File: src/hdl/huffman_tree_bit_decoder_defines.svh
// Assertion macros shared by the Huffman tree bit decoder RTL
`ifndef HUFFMAN_TREE_BIT_DECODER_DEFINES_SVH
`define HUFFMAN_TREE_BIT_DECODER_DEFINES_SVH

// property must hold on every clock edge outside reset
`define HTBD_ASSERT(name, prop, msg) \
  name: assert property (@(posedge clk_i) disable iff (!rst_ni) prop) \
    else $error(msg);

// condition must never be seen outside reset
`define HTBD_ASSERT_NEVER(name, cond, msg) \
  name: assert property (@(posedge clk_i) disable iff (!rst_ni) !(cond)) \
    else $error(msg);

`endif

File: src/hdl/htbd_pkg.sv
// Types and constants shared by the Huffman tree bit decoder
package htbd_pkg;

  localparam int unsigned NodeCount   = 512;
  localparam int unsigned NodeIdxW    = 9;
  localparam int unsigned BitsPerByte = 8;
  localparam int unsigned BitIdxW     = $clog2(BitsPerByte);
  localparam int unsigned LenW        = 32;
  localparam int unsigned SymW        = 8;

  localparam logic [NodeIdxW:0] NodeLimit = (NodeIdxW + 1)'(NodeCount);

  typedef enum logic {
    OP_LOAD = 1'b0,
    OP_CODE = 1'b1
  } op_e;

  typedef struct packed {
    logic [NodeIdxW-1:0] left;
    logic [NodeIdxW-1:0] right;
    logic                leaf;
    logic [SymW-1:0]     sym;
  } node_t;

  typedef struct packed {
    logic                we;
    logic                re;
    logic [NodeIdxW-1:0] waddr;
    logic [NodeIdxW-1:0] raddr;
    node_t               wdata;
  } ram_req_t;

  typedef struct packed {
    logic            sym_vld;
    logic            flush;
    logic [SymW-1:0] sym;
    logic            stream_end;
  } emit_req_t;

endpackage

File: src/hdl/htbd_emit.sv
// Symbol hold stage and output register; marks the last symbol of each code byte
module htbd_emit (
  input  logic                          clk_i,
  input  logic                          rst_ni,
  input  htbd_pkg::emit_req_t           req_i,
  output logic                          ack_o,
  output logic                          out_valid_o,
  input  logic                          out_stall_i,
  output logic [htbd_pkg::SymW-1:0]     symbol_o,
  output logic                          last_of_byte_o,
  output logic                          stream_end_o
);
  import htbd_pkg::*;

  logic            hold_vld_q, hold_vld_d;
  logic [SymW-1:0] hold_sym_q, hold_sym_d;
  logic            hold_end_q, hold_end_d;
  logic            out_vld_q, out_vld_d;
  logic [SymW-1:0] out_sym_q, out_sym_d;
  logic            out_last_q, out_last_d;
  logic            out_end_q, out_end_d;
  logic            out_free;
  logic            load_out;

  assign out_free = !out_vld_q || !out_stall_i;
  assign ack_o    = out_free;

  always_comb begin
    hold_vld_d = hold_vld_q;
    hold_sym_d = hold_sym_q;
    hold_end_d = hold_end_q;
    out_vld_d  = out_vld_q && out_stall_i;
    out_sym_d  = out_sym_q;
    out_last_d = out_last_q;
    out_end_d  = out_end_q;
    load_out   = 1'b0;
    if (out_free && req_i.sym_vld) begin
      load_out   = hold_vld_q;
      out_last_d = 1'b0;
      hold_vld_d = 1'b1;
      hold_sym_d = req_i.sym;
      hold_end_d = req_i.stream_end;
    end else if (out_free && req_i.flush) begin
      load_out   = hold_vld_q;
      out_last_d = 1'b1;
      hold_vld_d = 1'b0;
    end
    if (load_out) begin
      out_vld_d = 1'b1;
      out_sym_d = hold_sym_q;
      out_end_d = hold_end_q;
    end
  end

  always_ff @(posedge clk_i or negedge rst_ni) begin
    if (!rst_ni) begin
      hold_vld_q <= 1'b0;
      out_vld_q  <= 1'b0;
    end else begin
      hold_vld_q <= hold_vld_d;
      out_vld_q  <= out_vld_d;
    end
  end

  always_ff @(posedge clk_i) begin
    hold_sym_q <= hold_sym_d;
    hold_end_q <= hold_end_d;
    out_sym_q  <= out_sym_d;
    out_last_q <= out_last_d;
    out_end_q  <= out_end_d;
  end

  assign out_valid_o    = out_vld_q;
  assign symbol_o       = out_sym_q;
  assign last_of_byte_o = out_last_q;
  assign stream_end_o   = out_end_q;

endmodule

File: config.mk
export PLATFORM = sky130hd
export DESIGN_NAME = htbd_emit
export DESIGN_NICKNAME = d
export VERILOG_FILES = /design/src/hdl/huffman_tree_bit_decoder_defines.svh /design/src/hdl/htbd_pkg.sv /design/src/hdl/htbd_emit.sv
export SDC_FILE = /design/constraint.sdc
export NUM_CORES = 1
export LEC_CHECK = 0
export ABC_AREA = 1
export BUFFER_PORTS_ARGS = -buffer_cell sky130_fd_sc_hd__clkbuf_2
export CAP_MARGIN = 20
export CORE_MARGIN = 2
export CORE_UTILIZATION = 35
export DETAILED_ROUTE_END_ITERATION = 7
export HOLD_SLACK_MARGIN = 0.15
export MAX_ROUTING_LAYER = met4
export PLACE_DENSITY = 0.57
export SYNTH_ARGS = -nofsm -noshare
export SYNTH_HDL_FRONTEND = slang
export SYNTH_SLANG_ARGS = --single-unit
File: constraint.sdc
create_clock -name clk_i -period 1.5 [get_ports clk_i]
set_input_delay 0.075 -clock clk_i [delete_from_list [all_inputs] [get_ports clk_i]]
set_output_delay 0.075 -clock clk_i [all_outputs]
set_load 0.05 [all_outputs]
==> impl.org, run 1 <==
** Worst setup path
- The number of cells on the worst reg-to-reg path is 5.
- The critical path in this run is classified as flop to flop.
- STA puts the critical path data required time at approximately 1700 ps.
- Signal arrival time at the worst endpoint :: approximately 1600 ps
- For flop-to-flop paths, the worst setup slack is roughly 140 ps.
- Standard cell with the maximum stage delay on the critical path :: dlygate4sd3_1
- Walking the worst path, the cells encountered are nand2_4, nand2_2, dlygate4sd3_1, nand2_1, nand2_1.
- Of all nets on the critical path, the largest fanout is 5.
- Critical path's largest stage delay :: about 570 ps
- CP endpoint kind :: flop
- Crit start category :: flop
- Most common cell on crit path :: nand2_1
- The endpoint identified for the worst register-to-register timing path is hold_vld_q.
- Launch instance of the worst register-to-register path :: out_valid_o

** Worst hold path
- The min-delay analysis places its worst path in the category flop to flop.
- For hold timing, the worst endpoint is symbol_o[4].
- Critical hold path startpoint :: hold_sym_q[4]
- Worst Hold Depth :: 0

** Synthesis
- Counting flops with a built-in enable in the synthesized netlist gives 18.
- Avg Synthesized Cell Area :: 19.2 sq um
- For this run, asynchronously set or reset flops after synthesis account for about a tenth.
- The share of synthesized area in the top cell type comes to 78.1%.
- Warning count from the yosys run :: 0
- Yosys instantiated no cell more often than edfxtp_1.
- Synth cell count leaders :: 18 x edfxtp_1, 5 x inv_1, 5 x nand2_1
- In this run, synthesis produced a sequential element count of 21.
- Share of synthesized area occupied by flip-flops and latches :: between 80 and 90%
- Synth Flop Type :: edfxtp_1
- Post-Synthesis Cells :: 36
- Synthesis produced a netlist with a net count of 50.
- Largest cells by area after synthesis :: edfxtp_1 78%, dfrtp_1 7.2%, dfxtp_1 2.9%
- The mapped netlist covers just under 700 sq um.
- Of all cell types, the one taking the most synthesized area is edfxtp_1.
- Number of different library cells in the post-synthesis netlist :: 9

** Clocking
- Clock tree from TritonCTS :: done
- After clock tree synthesis, the setup repair step added 0 buffers.
- Clock transition at path regs :: roughly 100 ps
- The clock passes through at most 2 buffers.
- For this design, the sink count on the clock tree is 21.
- CTS built an H-tree with a depth of 1.
- Clock tree root driver cell :: clkbuf_4
- The clock reaches the later pin of the worst-skew pair after just under 300 ps.
- After clock tree synthesis, the repair step resized 0 gates.
- In this run, CTS created clock tree buffers numbering 3.

** Floorplan
- Chip Width :: about 48 microns
- Die Area :: approximately 2300 sq um
- Effective utilization at floorplan :: a little over a third
- Number of placement rows :: 16
- Core Area :: between 1500 and 2000 sq um
- Measured along the y axis, the die boundary spans ~48 microns.
- In this run the count of I/O pins placed on the die edge is 26.

** STA
- The worst pin sits at a relative slew slack of around 80%.
- Endpoints failing hold :: 0
- For the pin with the worst max-slew slack, the measured transition is around 330 ps.
- Max-slew violation count :: 0
- Ratio of final minimum period to clock period :: between 90% and 100%
- Highest achievable clock rate :: around 0.73 GHz
- Total negative slack :: 0 ps
- RSZ-0062 raised after global routing :: no
- Setup violations remaining at the end of the flow were counted as 0.
- Final worst clock skew :: ~0.72 ps
- Counting I/O delays and the setup requirement, the final critical path takes approximately 1400 ps.

** Routing
- After detailed routing, the average wire length per cell comes to ~11 microns.
- After the first detailed-routing iteration, the DRC count stood at 10.
- The detailed router placed between 400 and 500 vias in this run.
- Number of optimization iterations in the first detailed-route pass :: 4
- Number of remaining DRC errors :: 0
- Summed over all layers, the routed wires come to 1160 microns.
- Remaining number of nets flagged by the antenna check after routing :: 0
- Number of vias per cell after detailed routing :: 4.11

** Power
- The clock network is responsible for 19.0% of the overall power.
- In this run the power density over the cells is ~1300 nW/um^2.
- Cell internal power dissipation :: ~0.0009 W
- The analysis attributes to net switching a power of about 0.00041 W.
- Static leakage power :: 0.456 nW
- Worst vdd ir :: between 0.0007 and 0.0008 V
- Sequential cells burn between 50 and 60% of the power.
- Share of total power consumed by net switching :: 31.1%
- Combinational Power Share :: roughly 26%

** Final layout
- Compared with the post-synthesis result, the final layout area differs by 51.7%.
- The net count of the finished layout is 96.
- Of the cells placed in the final design, the portion with a size suffix greater than 1 is about two fifths.
- Total inserted antenna cells :: 0
- Filler cells :: 177
- Area of all placed cells without fillers :: 1050 sq um
- Core Util, Final :: a little over half

** Placed design
- In this run the tool buffered the top-level ports with 25 buffer cells.
- Post-DP HPWL :: 677 microns
- After detailed placement, the total cell area comes to ~860 sq um.
- Placer congestion estimate :: 0.792

** Run status
- Result of the run :: completed

** Job
- The tool flagged a number of max-cap violations equal to 0.

** Global routing
- Entering global routing, the biggest net connects 12 pins.
- The first global-routing pass estimated about 1900 microns of wire.
- Global routing consumed, over all layers together, 11.2% of the routing resources.
- Vias in the first global route :: 445
- Overflow left after global routing :: 0
- Antenna violations before repair :: 0
cell type report:
cell class | count | area, sq um | area share (%)
Sequential cell | 21 | 611 | 58.2
Timing Repair Buffer | 41 | 285 | 27.2
Multi-Input combinational cell | 10 | 75.1 | 7.15
Tap cell | 27 | 33.8 | 3.22
Clock buffer | 4 | 26.3 | 2.50
Inverter | 5 | 18.8 | 1.79
worst max-delay path by stage:
stage,startpoint,to,slack [ps],depth (start not counted)
2_1_floorplan,out_valid_o,hold_end_q,0.9,3
3_3_place_gp,out_valid_o,hold_sym_q[7],340,3
3_5_place_dp,out_valid_o,hold_sym_q[2],310,3
4_1_cts,out_valid_o,hold_vld_q,170,5
5_1_grt,out_valid_o,hold_vld_q,90,5
6_report,out_valid_o,hold_vld_q,140,5
timing repair:
action,4_1_cts,5_1_grt
endpoints found under the setup margin,0,0
hold buffers,16,0
endpoints found under the hold margin,14,0
layout by cell type (no fill, tap or decap):
cell	n
edfxtp_1	18
nand2_2	1
nand2_4	1
dfrtp_1	2
inv_1	5
dfxtp_1	1
o21ai_2	1
clkbuf_2	25
clkbuf_1	1
nand2_1	5
nor2_4	1
dlygate4sd3_1	16
o21bai_4	1
clkbuf_4	3
worst max-delay path, delay by kind of cell, from the launching register on:
kind | cells | cell delay [ps]
flops | 1 | 420
simple gates | 4 | 270
buf+inv | 1 | 570
state kept, by name, summed over array words and instances (netlist names):
register        flops
last_of_byte_o      1
hold_vld_q          1
symbol_o            8
out_valid_o         1
hold_end_q          1
stream_end_o        1
hold_sym_q          8
through the flow:
step	worst slack, ps	total power [W]	cells	hold slack [ps]
5_1_grt	91.3	0.00139	108	435
3_5_place_dp	311	0.00106	88	-137
4_1_cts	169	0.00134	108	430
3_3_place_gp	336	0.00105	88	-137
6_report	136	0.00133	108	428
2_1_floorplan	0.921	0.000981	36	-221
power by group through the flow:
stage          Combinational [W]  Sequential [W]  Clock [W]
2_1_floorplan          0.0000868        0.000894          0
3_3_place_gp            0.000303        0.000750          0
3_5_place_dp            0.000304        0.000752          0
4_1_cts                 0.000340        0.000738   0.000261
5_1_grt                 0.000358        0.000746   0.000287
6_report                0.000341        0.000737   0.000252
logic make-up (layout without fill, tap and decap cells):
group / Yosys count / after routing / synth area share [%]
compound gates: 2 / 2 / 3.98
simple gates: 8 / 8 / 5.06
buf+inv: 5 / 50 / 2.71
flops: 21 / 21 / 88.2
metal layers:
layer  share of wire [%]  GRT usage, %
met2                  50          17.6
met4                 5.0          7.14
met3                 6.0          2.78
met5                   0             -
met1                  39          12.9
Note: power is estimated with default switching activity, not from simulation.
==> run 2, diff against run 1 <==
--- a/config.mk
+++ b/config.mk
@@ -14,6 +14,7 @@
 export HOLD_SLACK_MARGIN = 0.15
 export MAX_ROUTING_LAYER = met4
 export PLACE_DENSITY = 0.57
+export SETUP_SLACK_MARGIN = 0.3
 export SYNTH_ARGS = -nofsm -noshare
 export SYNTH_HDL_FRONTEND = slang
 export SYNTH_SLANG_ARGS = --single-unit
==> constraint.sdc (replaced) <==
create_clock -name clk_i -period 1.6 [get_ports clk_i]
set_input_delay 0.08 -clock clk_i [delete_from_list [all_inputs] [get_ports clk_i]]
set_output_delay 0.08 -clock clk_i [all_outputs]
set_load 0.05 [all_outputs]
==> impl.org, run 2 (synthesized netlist as in run 1, its figures left out) <==
** Worst hold path
- Worst Hold Depth :: 4 (+4)
- Critical hold path startpoint :: out_stall_i
- Worst hold-check path type :: input port to flop

** Worst setup path
- Critical path start-end classification :: flop to output port
- CP endpoint kind :: output port
- Startpoint of the worst setup timing path :: out_valid_o
- The critical path ends at ack_o.
- Crit start category :: flop
- In this run the critical register-to-register path is captured at symbol_o[0].
- Data required, critical path :: 1520 ps (-170 ps)
- The worst register-to-register path begins at out_valid_o.
- Number of cells on the worst reg-to-reg path :: 3 (-2)
- Setup slack on the worst flop-to-flop path :: 440 ps (+300 ps)
- Signal arrival time at the worst endpoint :: 1110 ps (-440 ps)
- The maximum net fanout on the critical path was 5 (unchanged).

** Global routing
- Global-route usage over all layers :: 11.8% (+0.63 points)
- The number of antenna violations at the first check in global routing came to 0 (unchanged).
- The total congestion overflow after global routing is 0 (unchanged).
- The maximum number of pins on one net before global-route repair came to 12 (unchanged).
- The number of global-route vias before repair came to 460 (+3.4%).
- Wire length of the first global-routing pass :: 1970 microns (+3.3%)

** Final layout
- Number of nets in the layout :: 93 (-3.1%)
- Total inserted antenna cells :: 0 (unchanged)
- Most common library cell in the layout ignoring fill and taps :: clkbuf_2
- Filler cells :: 178 (+0.56%)
- Multi-input logic area :: 91.3 sq um (+22%)
- The fraction of final layout cells sized beyond drive strength 1 came to 44.9% (+4.1 points).
- The area growth from synthesis to layout is 49.9%.
- Commonest cells after routing, fill and taps aside :: 25 x clkbuf_2, 18 x edfxtp_1, 13 x dlygate4sd3_1
- The area of all placed cells without fillers came to 1040 sq um (-1.2%).
- Post-Layout Cell Count :: 105 (-2.8%)
- Sequential cell area in the final layout :: 612 sq um (+0.20%)

** Power
- The cell-internal power was 0.000856 W (-6.6%).
- Clock share of power :: 19.3% (+0.3 points)
- Worst vdd ir :: 0.000501 V (-28%)
- Share of total power consumed by net switching :: 31.7% (+0.59 points)
- The share of total power in combinational logic is 25.3% (-0.3 points).
- The power density of the placed cells came to 1210 nW/um^2 (-4.6%).
- Relative contribution of sequential cells to total power :: 55.4% (about the same)
- Psw :: 0.000398 W (-4.0%)
- The leakage power of the design was 0.442 nW (-3.3%).

** Floorplan
- Die Area :: 2350 sq um (unchanged)
- The number of primary I/O pins was 26 (unchanged).
- The starting density of the core was 36.0% (unchanged).
- Core Area :: 1920 sq um (unchanged)
- The die outline height was 48.5 microns (unchanged).
- Number of placement rows :: 16 (unchanged)
- The width of the chip came to 48.5 microns (unchanged).

** STA
- Endpoints failing hold :: 0 (unchanged)
- Final setup violation count :: 0 (unchanged)
- Max-slew violation count :: 0 (unchanged)
- Static timing analysis puts the maximum clock frequency at around 0.84 GHz.
- Final worst clock skew :: 2.71 ps (+1.99 ps)
- The smallest clock period supported by the final layout is computed as 1190 ps.
- Dividing the final minimum period by the clock period gives between 70% and 80%.
- The headroom to the max-slew limit was 81.5% (+3.2 points).
- RSZ-0062 raised after global routing :: no
- Hold slack :: 163 ps (-265 ps)
- The accumulated negative setup slack came to 0 ps (unchanged).
- The slew of the pin with the lowest slew margin is 279 ps (-46.6 ps).

** Routing
- Number of optimization iterations in the first detailed-route pass :: 2 (-2)
- Number of vias per cell after detailed routing :: 4.01 (-2.5%)
- The detailed-route wire length was 1130 microns (-2.8%).
- Detailed router's first-iteration violation count :: 5 (-5)
- Number of remaining DRC errors :: 0 (unchanged)
- The count of antenna-violating nets left after detailed routing came to 0 (unchanged).
- The average routed wire per standard cell came to 10.7 microns (about the same).
- The total number of vias is 421 (-5.2%).

** Clocking
- Clk buf depth :: 2 (unchanged)
- The CTS buffer count was 3 (unchanged).
- Clock latency on the worst-skew pair :: 290 ps (about the same)
- The count of H-tree levels built during CTS was 1 (unchanged).
- Clock tree root driver cell :: clkbuf_4
- The clock sink count was 21 (unchanged).
- The clock edge transition at the registers on the reported setup and hold paths is 110 ps (about the same).
- Clock tree from TritonCTS :: done

** Placed design
- Post-Place Cells :: 88 (unchanged)
- The number of I/O port buffers came to 25 (unchanged).
- Placed cell area :: 881 sq um (+2.0%)
- Placer congestion estimate :: 0.744 (-6.1%)

** Run status
- Result of the run :: completed

** Job
- Reported max-cap violation count :: 0 (unchanged)
==> run 2: changes by cell type in the layout (fill, tap and decap cells not counted), sizes merged <==
| cell | before | now |
|---|---|---|
| dlygate4sd3 | 16 | 13 |
==> run 2: critical path, cell delays in order (launching register included) <==
cell	delay [ps]
dfrtp_2	460
nand2_8	90
clkbuf_2	270
==> run 2: per-layer routing <==
layer	wire length, microns	track usage [%]
met5	0	-
met4	38	9.05
met1	423	11.0
met3	44	3.40
met2	619	20.4
==> run 2: power by group through the flow <==
stage               clock [W]  combinational (W)  sequential [W]
global route         0.000269           0.000337        0.000703
CTS                  0.000254           0.000320        0.000695
global placement            0           0.000293        0.000707
floorplan                   0          0.0000876        0.000843
detailed placement          0           0.000295        0.000708
finish               0.000242           0.000317        0.000695
==> run 2: cell type report <==
type                       count  share of cell area (%)
sequential                    21                    59.0
timing repair buffer          38                    24.6
multi-input combinational     10                    8.81
tap                           27                    3.26
clock buffer                   4                    2.53
inverter                       5                    1.81
==> run 2: what timing repair did <==
item	CTS	global route
hold buffers	13	0
hold endpoints to repair	14	0
buffers inserted	0	0
resized for setup	0	0
==> run 2: worst min-delay path by stage <==
stage	endpoint	slack, ps
after global placement	hold_vld_q	-130
after CTS	out_valid_o	150
final	out_valid_o	160
after global routing	out_valid_o	160
after floorplan	hold_vld_q	-220
after detailed placement	hold_vld_q	-130
==> run 2: per-stage QoR <==
step	total power [W]	setup WS, ps	util [%]
finish	0.00125	411	54.0
global route	0.00131	366	54.0
CTS	0.00127	394	54.0
detailed placement	0.00100	441	45.8
global placement	0.00100	467	45.8
floorplan	0.000931	303	-
