[src/hdl/huffman_tree_bit_decoder_defines.svh]
// Assertion macros shared by the Huffman tree bit decoder RTL
`ifndef HUFFMAN_TREE_BIT_DECODER_DEFINES_SVH
`define HUFFMAN_TREE_BIT_DECODER_DEFINES_SVH

// property must hold on every clock edge outside reset
`define HTBD_ASSERT(name, prop, msg) \
  name: assert property (@(posedge clk_i) disable iff (!rst_ni) prop) \
    else $error(msg);

// condition must never be seen outside reset
`define HTBD_ASSERT_NEVER(name, cond, msg) \
  name: assert property (@(posedge clk_i) disable iff (!rst_ni) !(cond)) \
    else $error(msg);

`endif

[src/hdl/htbd_pkg.sv]
// Types and constants shared by the Huffman tree bit decoder
package htbd_pkg;

  localparam int unsigned NodeCount   = 512;
  localparam int unsigned NodeIdxW    = 9;
  localparam int unsigned BitsPerByte = 8;
  localparam int unsigned BitIdxW     = $clog2(BitsPerByte);
  localparam int unsigned LenW        = 32;
  localparam int unsigned SymW        = 8;

  localparam logic [NodeIdxW:0] NodeLimit = (NodeIdxW + 1)'(NodeCount);

  typedef enum logic {
    OP_LOAD = 1'b0,
    OP_CODE = 1'b1
  } op_e;

  typedef struct packed {
    logic [NodeIdxW-1:0] left;
    logic [NodeIdxW-1:0] right;
    logic                leaf;
    logic [SymW-1:0]     sym;
  } node_t;

  typedef struct packed {
    logic                we;
    logic                re;
    logic [NodeIdxW-1:0] waddr;
    logic [NodeIdxW-1:0] raddr;
    node_t               wdata;
  } ram_req_t;

  typedef struct packed {
    logic            sym_vld;
    logic            flush;
    logic [SymW-1:0] sym;
    logic            stream_end;
  } emit_req_t;

endpackage

[src/hdl/htbd_walker.sv]
// Tree walk sequencer: node loads, bit stepping, bit count and length register
`include "huffman_tree_bit_decoder_defines.svh"

module htbd_walker (
  input  logic                              clk_i,
  input  logic                              rst_ni,
  input  logic                              in_valid_i,
  output logic                              in_stall_o,
  input  logic                              op_i,
  input  logic [htbd_pkg::NodeIdxW-1:0]     node_index_i,
  input  logic [htbd_pkg::NodeIdxW-1:0]     left_index_i,
  input  logic [htbd_pkg::NodeIdxW-1:0]     right_index_i,
  input  logic                              is_leaf_i,
  input  logic [htbd_pkg::SymW-1:0]         leaf_symbol_i,
  input  logic [htbd_pkg::BitsPerByte-1:0]  code_byte_i,
  input  logic                              cfg_valid_i,
  input  logic [htbd_pkg::LenW-1:0]         cfg_data_i,
  output htbd_pkg::ram_req_t                ram_o,
  input  htbd_pkg::node_t                   rdata_i,
  output htbd_pkg::emit_req_t               emit_o,
  input  logic                              ack_i
);
  import htbd_pkg::*;

  typedef enum logic [3:0] {
    ST_IDLE  = 4'b0001,
    ST_BIT   = 4'b0010,
    ST_FETCH = 4'b0100,
    ST_FLUSH = 4'b1000
  } state_e;

  state_e                 state_q, state_d;
  logic [LenW-1:0]        bits_q, bits_d;
  logic [LenW-1:0]        len_q, len_d;
  logic [NodeIdxW-1:0]    cur_node_q, cur_node_d;
  logic [BitIdxW-1:0]     bit_idx_q, bit_idx_d;
  node_t                  node_q, node_d;
  node_t                  root_q, root_d;
  logic [NodeIdxW-1:0]    child_q, child_d;
  logic [BitsPerByte-1:0] byte_q, byte_d;

  node_t               load_node;
  logic                bit_val;
  logic [NodeIdxW-1:0] child;
  logic [LenW-1:0]     bits_inc;
  logic                advance;

  assign load_node = '{left: left_index_i, right: right_index_i,
                       leaf: is_leaf_i, sym: leaf_symbol_i};
  assign bit_val   = byte_q[BitsPerByte-1];
  assign child     = bit_val ? node_q.right : node_q.left;
  assign bits_inc  = bits_q + 1'b1;

  always_comb begin
    state_d    = state_q;
    bits_d     = bits_q;
    len_d      = len_q;
    cur_node_d = cur_node_q;
    bit_idx_d  = bit_idx_q;
    node_d     = node_q;
    root_d     = root_q;
    child_d    = child_q;
    byte_d     = byte_q;
    ram_o      = '0;
    emit_o     = '0;
    advance    = 1'b0;
    in_stall_o = (state_q != ST_IDLE);

    if (cfg_valid_i) begin
      len_d = cfg_data_i;
    end

    case (state_q)
      ST_IDLE: begin
        if (in_valid_i) begin
          if (op_i == OP_CODE) begin
            byte_d    = code_byte_i;
            bit_idx_d = '0;
            state_d   = ST_BIT;
          end else if ({1'b0, node_index_i} < NodeLimit) begin
            ram_o.we    = 1'b1;
            ram_o.waddr = node_index_i;
            ram_o.wdata = load_node;
            if (node_index_i == '0) begin
              root_d = load_node;
            end
            if (node_index_i == cur_node_q) begin
              node_d = load_node;
            end
          end
        end
      end
      ST_BIT: begin
        if (bits_q >= len_q) begin
          state_d = ST_FLUSH;
        end else if (node_q.leaf) begin
          emit_o.sym_vld    = 1'b1;
          emit_o.sym        = node_q.sym;
          emit_o.stream_end = (bits_inc == len_q);
          if (ack_i) begin
            bits_d     = bits_inc;
            cur_node_d = '0;
            node_d     = root_q;
            advance    = 1'b1;
          end
        end else if ({1'b0, child} >= NodeLimit) begin
          bits_d     = bits_inc;
          cur_node_d = '0;
          node_d     = root_q;
          advance    = 1'b1;
        end else begin
          ram_o.re    = 1'b1;
          ram_o.raddr = child;
          child_d     = child;
          state_d     = ST_FETCH;
        end
      end
      ST_FETCH: begin
        if (rdata_i.leaf) begin
          emit_o.sym_vld    = 1'b1;
          emit_o.sym        = rdata_i.sym;
          emit_o.stream_end = (bits_inc == len_q);
          if (ack_i) begin
            bits_d     = bits_inc;
            cur_node_d = '0;
            node_d     = root_q;
            advance    = 1'b1;
          end
        end else begin
          bits_d     = bits_inc;
          cur_node_d = child_q;
          node_d     = rdata_i;
          advance    = 1'b1;
        end
      end
      ST_FLUSH: begin
        emit_o.flush = 1'b1;
        if (ack_i) begin
          state_d = ST_IDLE;
        end
      end
      default: begin
        state_d = ST_IDLE;
      end
    endcase

    if (advance) begin
      byte_d    = byte_q << 1;
      bit_idx_d = bit_idx_q + 1'b1;
      state_d   = (bit_idx_q == BitIdxW'(BitsPerByte - 1)) ? ST_FLUSH : ST_BIT;
    end
  end

  always_ff @(posedge clk_i or negedge rst_ni) begin
    if (!rst_ni) begin
      state_q    <= ST_IDLE;
      bits_q     <= '0;
      len_q      <= '0;
      cur_node_q <= '0;
      bit_idx_q  <= '0;
    end else begin
      state_q    <= state_d;
      bits_q     <= bits_d;
      len_q      <= len_d;
      cur_node_q <= cur_node_d;
      bit_idx_q  <= bit_idx_d;
    end
  end

  always_ff @(posedge clk_i) begin
    node_q  <= node_d;
    root_q  <= root_d;
    child_q <= child_d;
    byte_q  <= byte_d;
  end

  `HTBD_ASSERT_NEVER(a_ram_rw_clash, ram_o.we && ram_o.re, "node read and write in one cycle")
  `HTBD_ASSERT(a_fetch_issued, (state_q == ST_FETCH && $past(state_q) != ST_FETCH) |-> $past(ram_o.re), "fetch without read")
  `HTBD_ASSERT(a_emit_in_stream, emit_o.sym_vld |-> (bits_q < len_q), "symbol past stream end")
  `HTBD_ASSERT(a_bits_step, (state_q != ST_IDLE) |=> (bits_q == $past(bits_q) || bits_q == $past(bits_q) + 32'd1), "bit count jumped")

endmodule

[config.mk]
export PLATFORM = sky130hd
export DESIGN_NAME = htbd_walker
export DESIGN_NICKNAME = d
export VERILOG_FILES = /design/src/hdl/htbd_pkg.sv /design/src/hdl/htbd_walker.sv
export VERILOG_INCLUDE_DIRS = /design/src /design/src/hdl
export SDC_FILE = /design/constraint.sdc
export NUM_CORES = 1
export LEC_CHECK = 0
export BUFFER_PORTS_ARGS = -buffer_cell sky130_fd_sc_hd__buf_2
export CAP_MARGIN = 20
export CORE_ASPECT_RATIO = 0.7
export CORE_MARGIN = 2
export CORE_UTILIZATION = 35
export DETAILED_ROUTE_END_ITERATION = 16
export PLACE_DENSITY_LB_ADDON = 0.3
export SETUP_SLACK_MARGIN = 0.5
export SKIP_CTS_REPAIR_TIMING = 1
export SYNTH_ARGS = -nofsm -noshare
export SYNTH_HDL_FRONTEND = slang
export SYNTH_SLANG_ARGS = --single-unit
[constraint.sdc]
create_clock -name clk_i -period 5.35 [get_ports clk_i]
set_input_delay 0.535 -clock clk_i [delete_from_list [all_inputs] [get_ports clk_i]]
set_output_delay 0.535 -clock clk_i [all_outputs]
set_load 0.005 [all_outputs]
==> impl_metrics.ini, run 1 <==
[status]
status = finished clean

[cts]
cts_max_path_buffers = 2
insertion_delay_ns = 0.44
cts_buffers = 17
clk_pin_slew_worst_paths_ns = 0.07
h-tree-depth = 4
cts_root_buffer = clkbuf_16
clock-sinks = 151
cts_tree = yes

[grt]
grt-ovfl-total = 0
grt_pass1_vias = 6506
grt_start_max_net_pins = 64
grt_usage_pct = 17.9
grt_pass1_wl_mm = 35.1
antenna_found_initial = 0

[critical_path]
slowest_delay_ns = 0.51
cp_slowest_cell = nor4_1
cp.arrival_ns = 3.44
cp_max_fo = 11
critPathKind = reg2out
cp_cell_sequence = ha_1 > nand4_1 > nor4_1 > o21ai_0 > a31oi_1 > nand3b_1 > inv_1 > nand3b_1 > buf_4 > inv_1 > buf_2
crit_buf_inv = 4
end_kind = output port
cp_top_family = simple AND/OR/NAND/NOR gates
startpoint_type = register
crit_required_ns = 4.82

[cells_and_area]
syn2layout_area_growth_pct = 21.7
final_layout_size_suffix_gt1_share_pct = 25.1
seq_area_um2 = 4130
fillers = 2277
final_cells = 1272
multi_input_area_um2 = 3770
insertedDiodeCount = 0
final_nets = 1091

[floorplanning]
core_area_um2 = 22900
dieArea_um2 = 24900
start_util_pct = 36.1
dieWidth_um = 188
io_pins = 168
die_h_um = 133
rows = 46

[synthesis]
syn_inst = 785
async_flop_share_pct = 53.0
yosysMostFrequentCell = nand2_1
ys.warnings.count = 0
avgSynthCellArea_um2 = 10.5
syn_nets = 929
ys_ff_latch = 151
netlist.area_leader.share_pct = 25.4
synth_enable_flop_cells = 70
synth_ff_type = dfrtp_1
yosys.area.top_type = edfxtp_1
synthTopCellsByArea = edfxtp_1 (25%), dfrtp_1 (24%), xnor2_1 (5.4%)
synth.distinct_cells = 68
synth_area_um2 = 8260
synth_common_cells = nand2_1 (80), dfrtp_1 (79), edfxtp_1 (70)
ys_seq_area_share_pct = 49.9

[route]
drc_errors = 0
ant_nets = 0
drt-wirelength-per-cell_um = 16.9
finalWirelength_mm = 21.4
drt_iter0_markers = 496
drtPass1Iterations = 5
via_per_inst = 5.11
vias = 6494

[place]
dpl.cell_count = 1239
hpwl_mm = 15.6
io_buffers = 167
gp_congestion = 0.844

[sta]
slew_viol_final = 0
setup_viol = 0
skew_ns = 0.0143
maxSlewHeadroom_pct = 35.5
layout_min_cycle_time_ns = 3.97
hold_viol = 0
rsz0062_at_grt = no
final.setup.tns_ns = 0
post-route-period-util_pct = 74.3
worst_pin_slew_ns = 0.965
max_freq_mhz = 252

[power_and_ir_drop]
powerDensity_nw_per_um2 = 319
power_switching_mw = 0.943
power.share.clock_pct = 36.6
p_int_mw = 2.27
pwr-share-comb_pct = 18.8
swShare_pct = 29.4
leakage_nw = 4.58
seqPwrFrac_pct = 44.6
peakVddDrop_v = 0.000291

[min_path]
hold_path_class = in2async

[run]
cap_violations = 0
## area by class of cell
cell class,count,share of cell area [%]
flip-flops and latches,151,41.0
multi-input cells,534,37.5
repair buffers,181,9.58
clock buffers,20,4.65
well taps,312,3.88
inverters,62,2.31
clock inverters,12,1.02
## routing by layer
layer | vias to the layer above | GRT usage (%) | part of all wire (%)
met1 | 3118 | 26.8 | 51
met4 | 0 | 3.89 | 0.90
met3 | 14 | 4.75 | 6.3
met5 | - | 0 | 0
li1 | 3175 | - | -
met2 | 187 | 25.8 | 41
## power by group through the flow
stage / sequential (mW) / clock [mW] / combinational [mW]
2_1_floorplan: 1.43 / 0 / 0.383
3_3_place_gp: 1.45 / 0 / 0.595
3_5_place_dp: 1.45 / 0 / 0.601
4_1_cts: 1.43 / 1.21 / 0.604
5_1_grt: 1.45 / 1.25 / 0.686
6_report: 1.43 / 1.18 / 0.602
## cell usage in the layout, fill, tap and decap left out, types with 8 or more instances in the layout
cell type	netlist	routed
clkbuf_16	0	18
and2_1	40	40
nand2b_1	8	8
o21ai_0	48	48
and3_1	9	9
buf_2	8	166
nor2b_1	13	13
edfxtp_1	70	70
inv_1	62	62
mux2_2	11	11
dfrtp_1	79	79
ha_1	35	35
nand3_1	29	29
buf_4	0	14
a21oi_1	22	21
a222oi_1	26	26
xor2_1	24	24
nor2_1	22	20
xnor2_1	51	51
nand2_1	80	80
nand4_1	15	15
a22o_1	24	24
## flip-flops by register name (all words and copies together) (netlist names)
signal	flops
bits_q	32
len_q	32
node_q	27
root_q	27
child_q	9
cur_node_q	9
byte_q	8
state_q	4
bit_idx_q	3
## per-stage QoR
stage	area, µm²	hold WS (ns)	total power [mW]	setup WS, ns	utilization [%]
after floorplan	8260	0.239	1.81	0.505	-
after global placement	9460	0.448	2.05	1.63	41.3
after detailed placement	9460	0.453	2.05	1.51	41.3
after CTS	10000	0.0146	3.24	1.34	43.8
after global routing	10100	0.0201	3.38	1.10	43.9
final	10100	0.00473	3.21	1.38	43.9
## worst paths after layout
kind                                        startpoint                endpoint  slack, ns  cells after the start
worst max-delay path            bits_q[27]$_DFFE_PN0P_               ram_o[45]       1.38                     11
worst min-delay path                            rst_ni  bits_q[10]$_DFFE_PN0P_      0.005                      1
worst max register to register  bits_q[27]$_DFFE_PN0P_     byte_q[3]$_DFFE_PP_       1.66                     10
worst min register to register  byte_q[0]$_SDFFE_PP0P_  byte_q[0]$_SDFFE_PP0P_       0.46                      2
max in group asynchronous                       rst_ni   len_q[23]$_DFFE_PN0P_       4.28                      2
min in group clk_i                    right_index_i[3]    root_q[12]$_DFFE_PP_       0.29                      1
## logic make-up (layout without fill, tap and decap cells)
logic type / after synthesis / in the layout / share of synthesized area [%]
compound gates: 153 / 153 / 13.3
xor+xnor: 75 / 75 / 7.95
fa+ha+maj: 35 / 35 / 5.30
buf+inv: 100 / 275 / 4.75
flops: 151 / 151 / 49.9
mux: 15 / 15 / 2.00
simple gates: 256 / 256 / 16.7
(Power assumes the default switching activity.)
==> run 2: changes to the inputs <==
--- a/config.mk
+++ b/config.mk
@@ -6,6 +6,7 @@
 export SDC_FILE = /design/constraint.sdc
 export NUM_CORES = 1
 export LEC_CHECK = 0
+export ABC_AREA = 1
 export BUFFER_PORTS_ARGS = -buffer_cell sky130_fd_sc_hd__buf_2
 export CAP_MARGIN = 20
 export CORE_ASPECT_RATIO = 0.7
==> constraint.sdc (replaced) <==
create_clock -name clk_i -period 3.37 [get_ports clk_i]
set_input_delay 0.337 -clock clk_i [delete_from_list [all_inputs] [get_ports clk_i]]
set_output_delay 0.337 -clock clk_i [all_outputs]
set_load 0.005 [all_outputs]
==> run 2 against run 1 <==
  * Combinational power increased to 3.5 times the previous value
  * Hold slack improved by 0.098 ns
  * Count of clock-buffer cells in the layout unchanged
  * Core utilization increased by 2.0 points
  * Area after synthesis increased by 7.9%
  * Cell count increased by 33%
  * Clock skew decreased by 0.0026 ns
  * Register-to-register slack got worse by 1.1 ns
  * Clock power increased by 64%
  * Design area increased by 13%
==> impl_metrics.ini, run 2 <==
[grt]
grt_pass1_wl_mm = 40.0
grt_use_met1_pct = 30.8
busiest_layer = met1
use_met2_pct = 25.9
grt_usage_pct = 19.4
grt_pass1_vias = 7271
antenna_found_initial = 0
grt_util_met3_pct = 4.48
grt_start_max_net_pins = 79
grt-ovfl-total = 0

[synthesis]
yosysMostFrequentCell = nand2_1
synth_top_family_by_area = simple AND/OR/NAND/NOR gates
ys_ff_latch = 151
synth-xor-area-share_pct = 2.75
synth_area_um2 = 8910
async_flop_share_pct = 53.0
synth_ff_type = dfrtp_1
synth_compound_area_share_pct = 7.47
ys.warnings.count = 0
synth_fa_ha_area_share_pct = 4.91
avgSynthCellArea_um2 = 7.72
synthTopCellsByArea = edfxtp_1 (24%), dfrtp_1 (22%), nand2_1 (15%)
yosys.area.top_type = edfxtp_1
synth.distinct_cells = 42
netlist.area_leader.share_pct = 23.6
yosys.area_share.simple_pct = 29.5
synth.area.mux_share_pct = 0.126
syn_nets = 1298
syn_inst = 1154
ys_seq_area_share_pct = 46.3
synth_enable_flop_cells = 70
synth_common_cells = nand2_1 (346), inv_1 (161), nor2_1 (117)

[sta]
post-route-period-util_pct = 90.9
setup_viol = 0
slew_viol_final = 0
max_freq_mhz = 326
hold_viol = 0
skew_ns = 0.0118
final.setup.tns_ns = 0
maxSlewHeadroom_pct = 31.0
rsz0062_at_grt = yes
layout_min_cycle_time_ns = 3.06
worst_pin_slew_ns = 1.03

[min_path]
worstHoldStart = left_index_i[4]
hold_path_class = in2reg

[critical_path]
slowest_delay_ns = 0.43
cp_cell_sequence = ha_4 > nand2_4 > nor2_8 > nand2_4 > nor2_4 > nand2_2 > xor2_1 > nand2_1 > nand2_1 > nor2_2 > nand2_2 > nor2_2 > nand3_1 > nor2_2 > buf_2
critPathKind = reg2out
startpoint_type = register
r2r-start = bits_q[1]$_DFFE_PN0P_
cp_slowest_cell = dfrtp_1
cp.arrival_ns = 2.73
crit_start = bits_q[1]$_DFFE_PN0P_
cp_common_cell = nor2_2
crit_buf_inv = 1
cp_top_family = simple AND/OR/NAND/NOR gates
crit_required_ns = 3.03
end_kind = output port
cp_max_fo = 8

[power_and_ir_drop]
leakage_nw = 5.59
peakVddDrop_v = 0.000349
power_switching_mw = 2.32
powerDensity_nw_per_um2 = 575
swShare_pct = 35.5
seqPwrFrac_pct = 38.3
power.share.clock_pct = 29.5
p_int_mw = 4.22
pwr-share-comb_pct = 32.2

[floorplanning]
io_pins = 168
dieWidth_um = 195
dieArea_um2 = 26800
core_area_um2 = 24800
die_h_um = 138
rows = 48
start_util_pct = 35.9

[place]
hpwl_mm = 19.0
gp_congestion = 0.864
io_buffers = 167

[cells_and_area]
final_util_pct = 45.9
layout_commonest_cell = nand2_1
fillers = 2449
insertedDiodeCount = 0
final_cell_mix = nand2_1 (325), buf_2 (166), inv_1 (154), nor2_1 (98), nand3_1 (96)
multi_input_area_um2 = 4370
syn2layout_area_growth_pct = 27.8
reg_top3 = bits_q x32, len_q x32
seq_area_um2 = 4130
final_nets = 1492
final_layout_size_suffix_gt1_share_pct = 24.8

[route]
finalWirelength_mm = 26.5
drtPass1Iterations = 5
vias = 8111
drt-wirelength-per-cell_um = 15.7
via_per_inst = 4.81
ant_nets = 0
drt_iter0_markers = 575
drc_errors = 0

[cts]
insertion_delay_ns = 0.43
clock-sinks = 151
cts_max_path_buffers = 2
cts_tree = yes
clk_pin_slew_worst_paths_ns = 0.07
h-tree-depth = 4
cts_buffers = 17
cts_root_buffer = clkbuf_16

[status]
status = finished clean

[run]
cap_violations = 0
run 2: worst reg2reg max path: cells and delay by family (launching register included):
family / cells / cell delay, ns
adder cells (fa/ha/maj): 1 / 0.26
flip-flops: 1 / 0.43
AND/OR/NAND/NOR: 10 / 1.08
AO/OA/AOI/OAI: 1 / 0.14
buffers and inverters: 5 / 0.61
run 2: through the flow:
stage	hold slack, ns	setup slack [ns]	instance area (µm²)	total power [mW]	std cells
3_5_place_dp	0.462	0.451	10200	4.28	1628
3_3_place_gp	0.451	0.117	10100	4.22	1627
2_1_floorplan	0.0414	0.684	8940	3.63	1154
4_1_cts	0.0865	-0.0328	10700	6.23	1660
5_1_grt	0.0911	0.146	11400	6.96	1686
6_report	0.103	0.305	11400	6.55	1686
run 2: logic make-up after synthesis:
kind of cell	count (synthesis)
compound gates	124
xor+xnor	28
fa+ha+maj	35
buf+inv	199
flops	151
mux	1
simple gates	616
run 2: area by class of cell:
type                            count  share of cell area, %
Clock inverter                     12                   1.25
Sequential cell                   151                   36.3
Inverter                          166                   5.58
Clock buffer                       20                   3.83
Timing Repair Buffer              207                   11.1
Multi-Input combinational cell    805                   38.4
Tap cell                          325                   3.57
run 2: power groups by stage:
stage,Clock [mW],Combinational (mW),Sequential [mW]
3_5_place_dp,0,1.76,2.53
3_3_place_gp,0,1.70,2.52
2_1_floorplan,0,1.14,2.48
4_1_cts,1.98,1.76,2.49
6_report,1.93,2.11,2.51
5_1_grt,2.05,2.37,2.54
run 2: routing by layer:
metal / up-vias / wire, µm
met5: - / 0
met1: 3738 / 13600
li1: 4100 / -
met3: 19 / 1920
met4: 0 / 208
met2: 254 / 10700
run 2: worst paths after layout:
kind | endpoint | slack, ns | depth (start not counted)
worst max-delay path | emit_o[0] | 0.31 | 15
worst min-delay path | root_q[22]$_DFFE_PP_ | 0.10 | 1
worst max register to register | node_q[24]$_DFFE_PP_ | 0.60 | 17
worst min register to register | byte_q[0]$_SDFFE_PP0P_ | 0.47 | 2
max in group asynchronous | bits_q[25]$_DFFE_PN0P_ | 2.29 | 4
min in group asynchronous | len_q[11]$_DFFE_PN0P_ | 0.35 | 2
==> run 3: changes to the inputs <==
--- a/config.mk
+++ b/config.mk
@@ -14,7 +14,6 @@
 export CORE_UTILIZATION = 35
 export DETAILED_ROUTE_END_ITERATION = 16
 export PLACE_DENSITY_LB_ADDON = 0.3
-export SETUP_SLACK_MARGIN = 0.5
 export SKIP_CTS_REPAIR_TIMING = 1
 export SYNTH_ARGS = -nofsm -noshare
 export SYNTH_HDL_FRONTEND = slang
==> run 3 against run 2 <==
  * Sequential power hardly changed
  * Maximum frequency is 4.2% lower
  * Design area is 5.4% lower
  * Critical path type unchanged
  * Critical endpoint unchanged
  * Largest power group unchanged
  * Highest routed layer is now met5
==> impl_metrics.ini, run 3 (synthesized netlist as in run 2, its figures left out) <==
[critical_path]
r2r_setup_slack_ns = 0.56
startpoint_type = register
cp_cell_sequence = ha_2 > nand2_2 > nor2_8 > clkbuf_2 > nand3_1 > nand3_1 > nand2_1 > nor2_1 > nand3_1 > nor2_1 > nand3_1 > nor2_1 > nand3_1 > nor2_1 > buf_2
cp_max_fo = 4
critPathKind = reg2out
cp_top_family = simple AND/OR/NAND/NOR gates
end_kind = output port
cp_common_cell = nand3_1
slowest_delay_ns = 0.40
cp.arrival_ns = 2.86
crit_buf_inv = 2
crit_required_ns = 3.03
cp_slowest_cell = dfrtp_1

[cells_and_area]
final_nets = 1469
layout_commonest_cell = nand2_1
final_area_um2 = 10800
final_cells = 1664
final_layout_size_suffix_gt1_share_pct = 18.8
reg_top3 = bits_q x32, len_q x32
syn2layout_area_growth_pct = 20.8
final_cell_mix = nand2_1 (344), buf_2 (166), inv_1 (160), nor2_1 (115), nand3_1 (102)

[power_and_ir_drop]
seqPwrFrac_pct = 41.1
leakage_nw = 5.41
pwr-share-comb_pct = 28.4
peakVddDrop_v = 0.000396
power.share.clock_pct = 30.5
power_switching_mw = 2.16
swShare_pct = 35.4
powerDensity_nw_per_um2 = 566
p_int_mw = 3.94

[grt]
grt-ovfl-total = 0
grt_start_max_net_pins = 54
grt_pass1_vias = 7188
antenna_found_initial = 2
grt_usage_pct = 19.0
grt_pass1_wl_mm = 39.2

[route]
via_per_inst = 4.78
drc_errors = 0
finalWirelength_mm = 25.2
vias = 7953
drt-wirelength-per-cell_um = 15.1
drtPass1Iterations = 5
ant_nets = 0
drt_iter0_markers = 566

[sta]
layout_min_cycle_time_ns = 3.20
hold_viol = 0
maxSlewHeadroom_pct = 45.6
max_freq_mhz = 312
skew_ns = 0.0169
slew_viol_final = 0
rsz0062_at_grt = no
post-route-period-util_pct = 95.0
setup_viol = 0
fin_ws_ns = 0.170
worst_pin_slew_ns = 0.817

[place]
gp_congestion = 0.911
io_buffers = 167
pre_cts_ws_ns = 0.440
dpl.cell_count = 1624
post_dp_cell_area_um2 = 10100
hpwl_mm = 18.9

[cts]
insertion_delay_ns = 0.44
cts_max_path_buffers = 2
cts_root_buffer = clkbuf_16
cts_tree = yes
clock-sinks = 151
h-tree-depth = 4
cts_buffers = 17
clk_pin_slew_worst_paths_ns = 0.07

[floorplanning]
dieWidth_um = 195
rows = 48
core_area_um2 = 24800
dieArea_um2 = 26800
io_pins = 168
start_util_pct = 35.9
die_h_um = 138

[status]
status = finished clean

[run]
cap_violations = 0

[min_path]
hold_path_class = in2reg
run 3: cell count changes in the layout (fill, tap and decap cells not counted), moves of 6 or more:
cell	previous run	this run
buf_4	31	15
nor2_2	12	5
nor2_4	12	2
nand2_2	21	6
nand2_1	325	344
nor2_1	98	115
nand3_1	96	102
inv_1	154	160
run 3: power groups by stage:
stage	clock network (mW)	logic (mW)	registers (mW)
after floorplan	0	1.14	2.48
after global placement	0	1.65	2.53
after detailed placement	0	1.67	2.54
after CTS	1.89	1.68	2.51
after global routing	1.97	1.97	2.54
final	1.86	1.73	2.51
run 3: worst register-to-register path, stage by stage (launching register included):
cell	delay, ns
dfrtp_1	0.42
buf_4	0.15
ha_1	0.29
nand2_1	0.06
nor2_1	0.05
and2_1	0.15
nor2_1	0.08
nand2_1	0.11
nand2_1	0.08
nand2_1	0.08
nand2_1	0.13
and2_1	0.17
or2_2	0.12
inv_1	0.07
nor3_4	0.15
buf_4	0.36
run 3: layout make-up:
type,instances,area [µm²]
fillers,2490,14000
inverters,166,626
diodes,1,2.50
well taps,325,407
repair buffers,185,998
clock inverters,13,121
multi-input cells,804,4050
clock buffers,19,433
flip-flops and latches,151,4130
run 3: routing by layer:
layer / part of all wire (%) / track usage [%] / up-vias
met5: 0.040 / 0 / -
met4: 0.95 / 5.43 / 2
met3: 6.5 / 3.84 / 18
met2: 40 / 25.5 / 241
met1: 53 / 30.1 / 3648
li1: - / - / 4044
run 3: worst paths after layout:
kind                                           to  cells after the start                   start
min in group asynchronous    len_q[8]$_DFFE_PN0P_                      2                  rst_ni
setup / recovery                        emit_o[0]                     15   bits_q[1]$_DFFE_PN0P_
max in group asynchronous  state_q[0]$_DFFE_PN1P_                      3                  rst_ni
hold reg to reg            byte_q[0]$_SDFFE_PP0P_                      2  byte_q[0]$_SDFFE_PP0P_
hold / removal               len_q[5]$_DFFE_PN0P_                      3           cfg_data_i[5]
setup reg to reg              node_q[3]$_DFFE_PP_                     15   bits_q[1]$_DFFE_PN0P_
run 3: per-stage QoR:
stage / hold slack, ns / TNS (ns) / util [%] / power, mW
after CTS: -0.179 / -0.0378 / 43.0 / 6.08
after global routing: 0.0910 / 0 / 43.4 / 6.49
final: 0.104 / 0 / 43.4 / 6.10
after floorplan: 0.0414 / 0 / - / 3.62
after global placement: 0.296 / 0 / 40.8 / 4.18
after detailed placement: 0.294 / 0 / 40.8 / 4.21
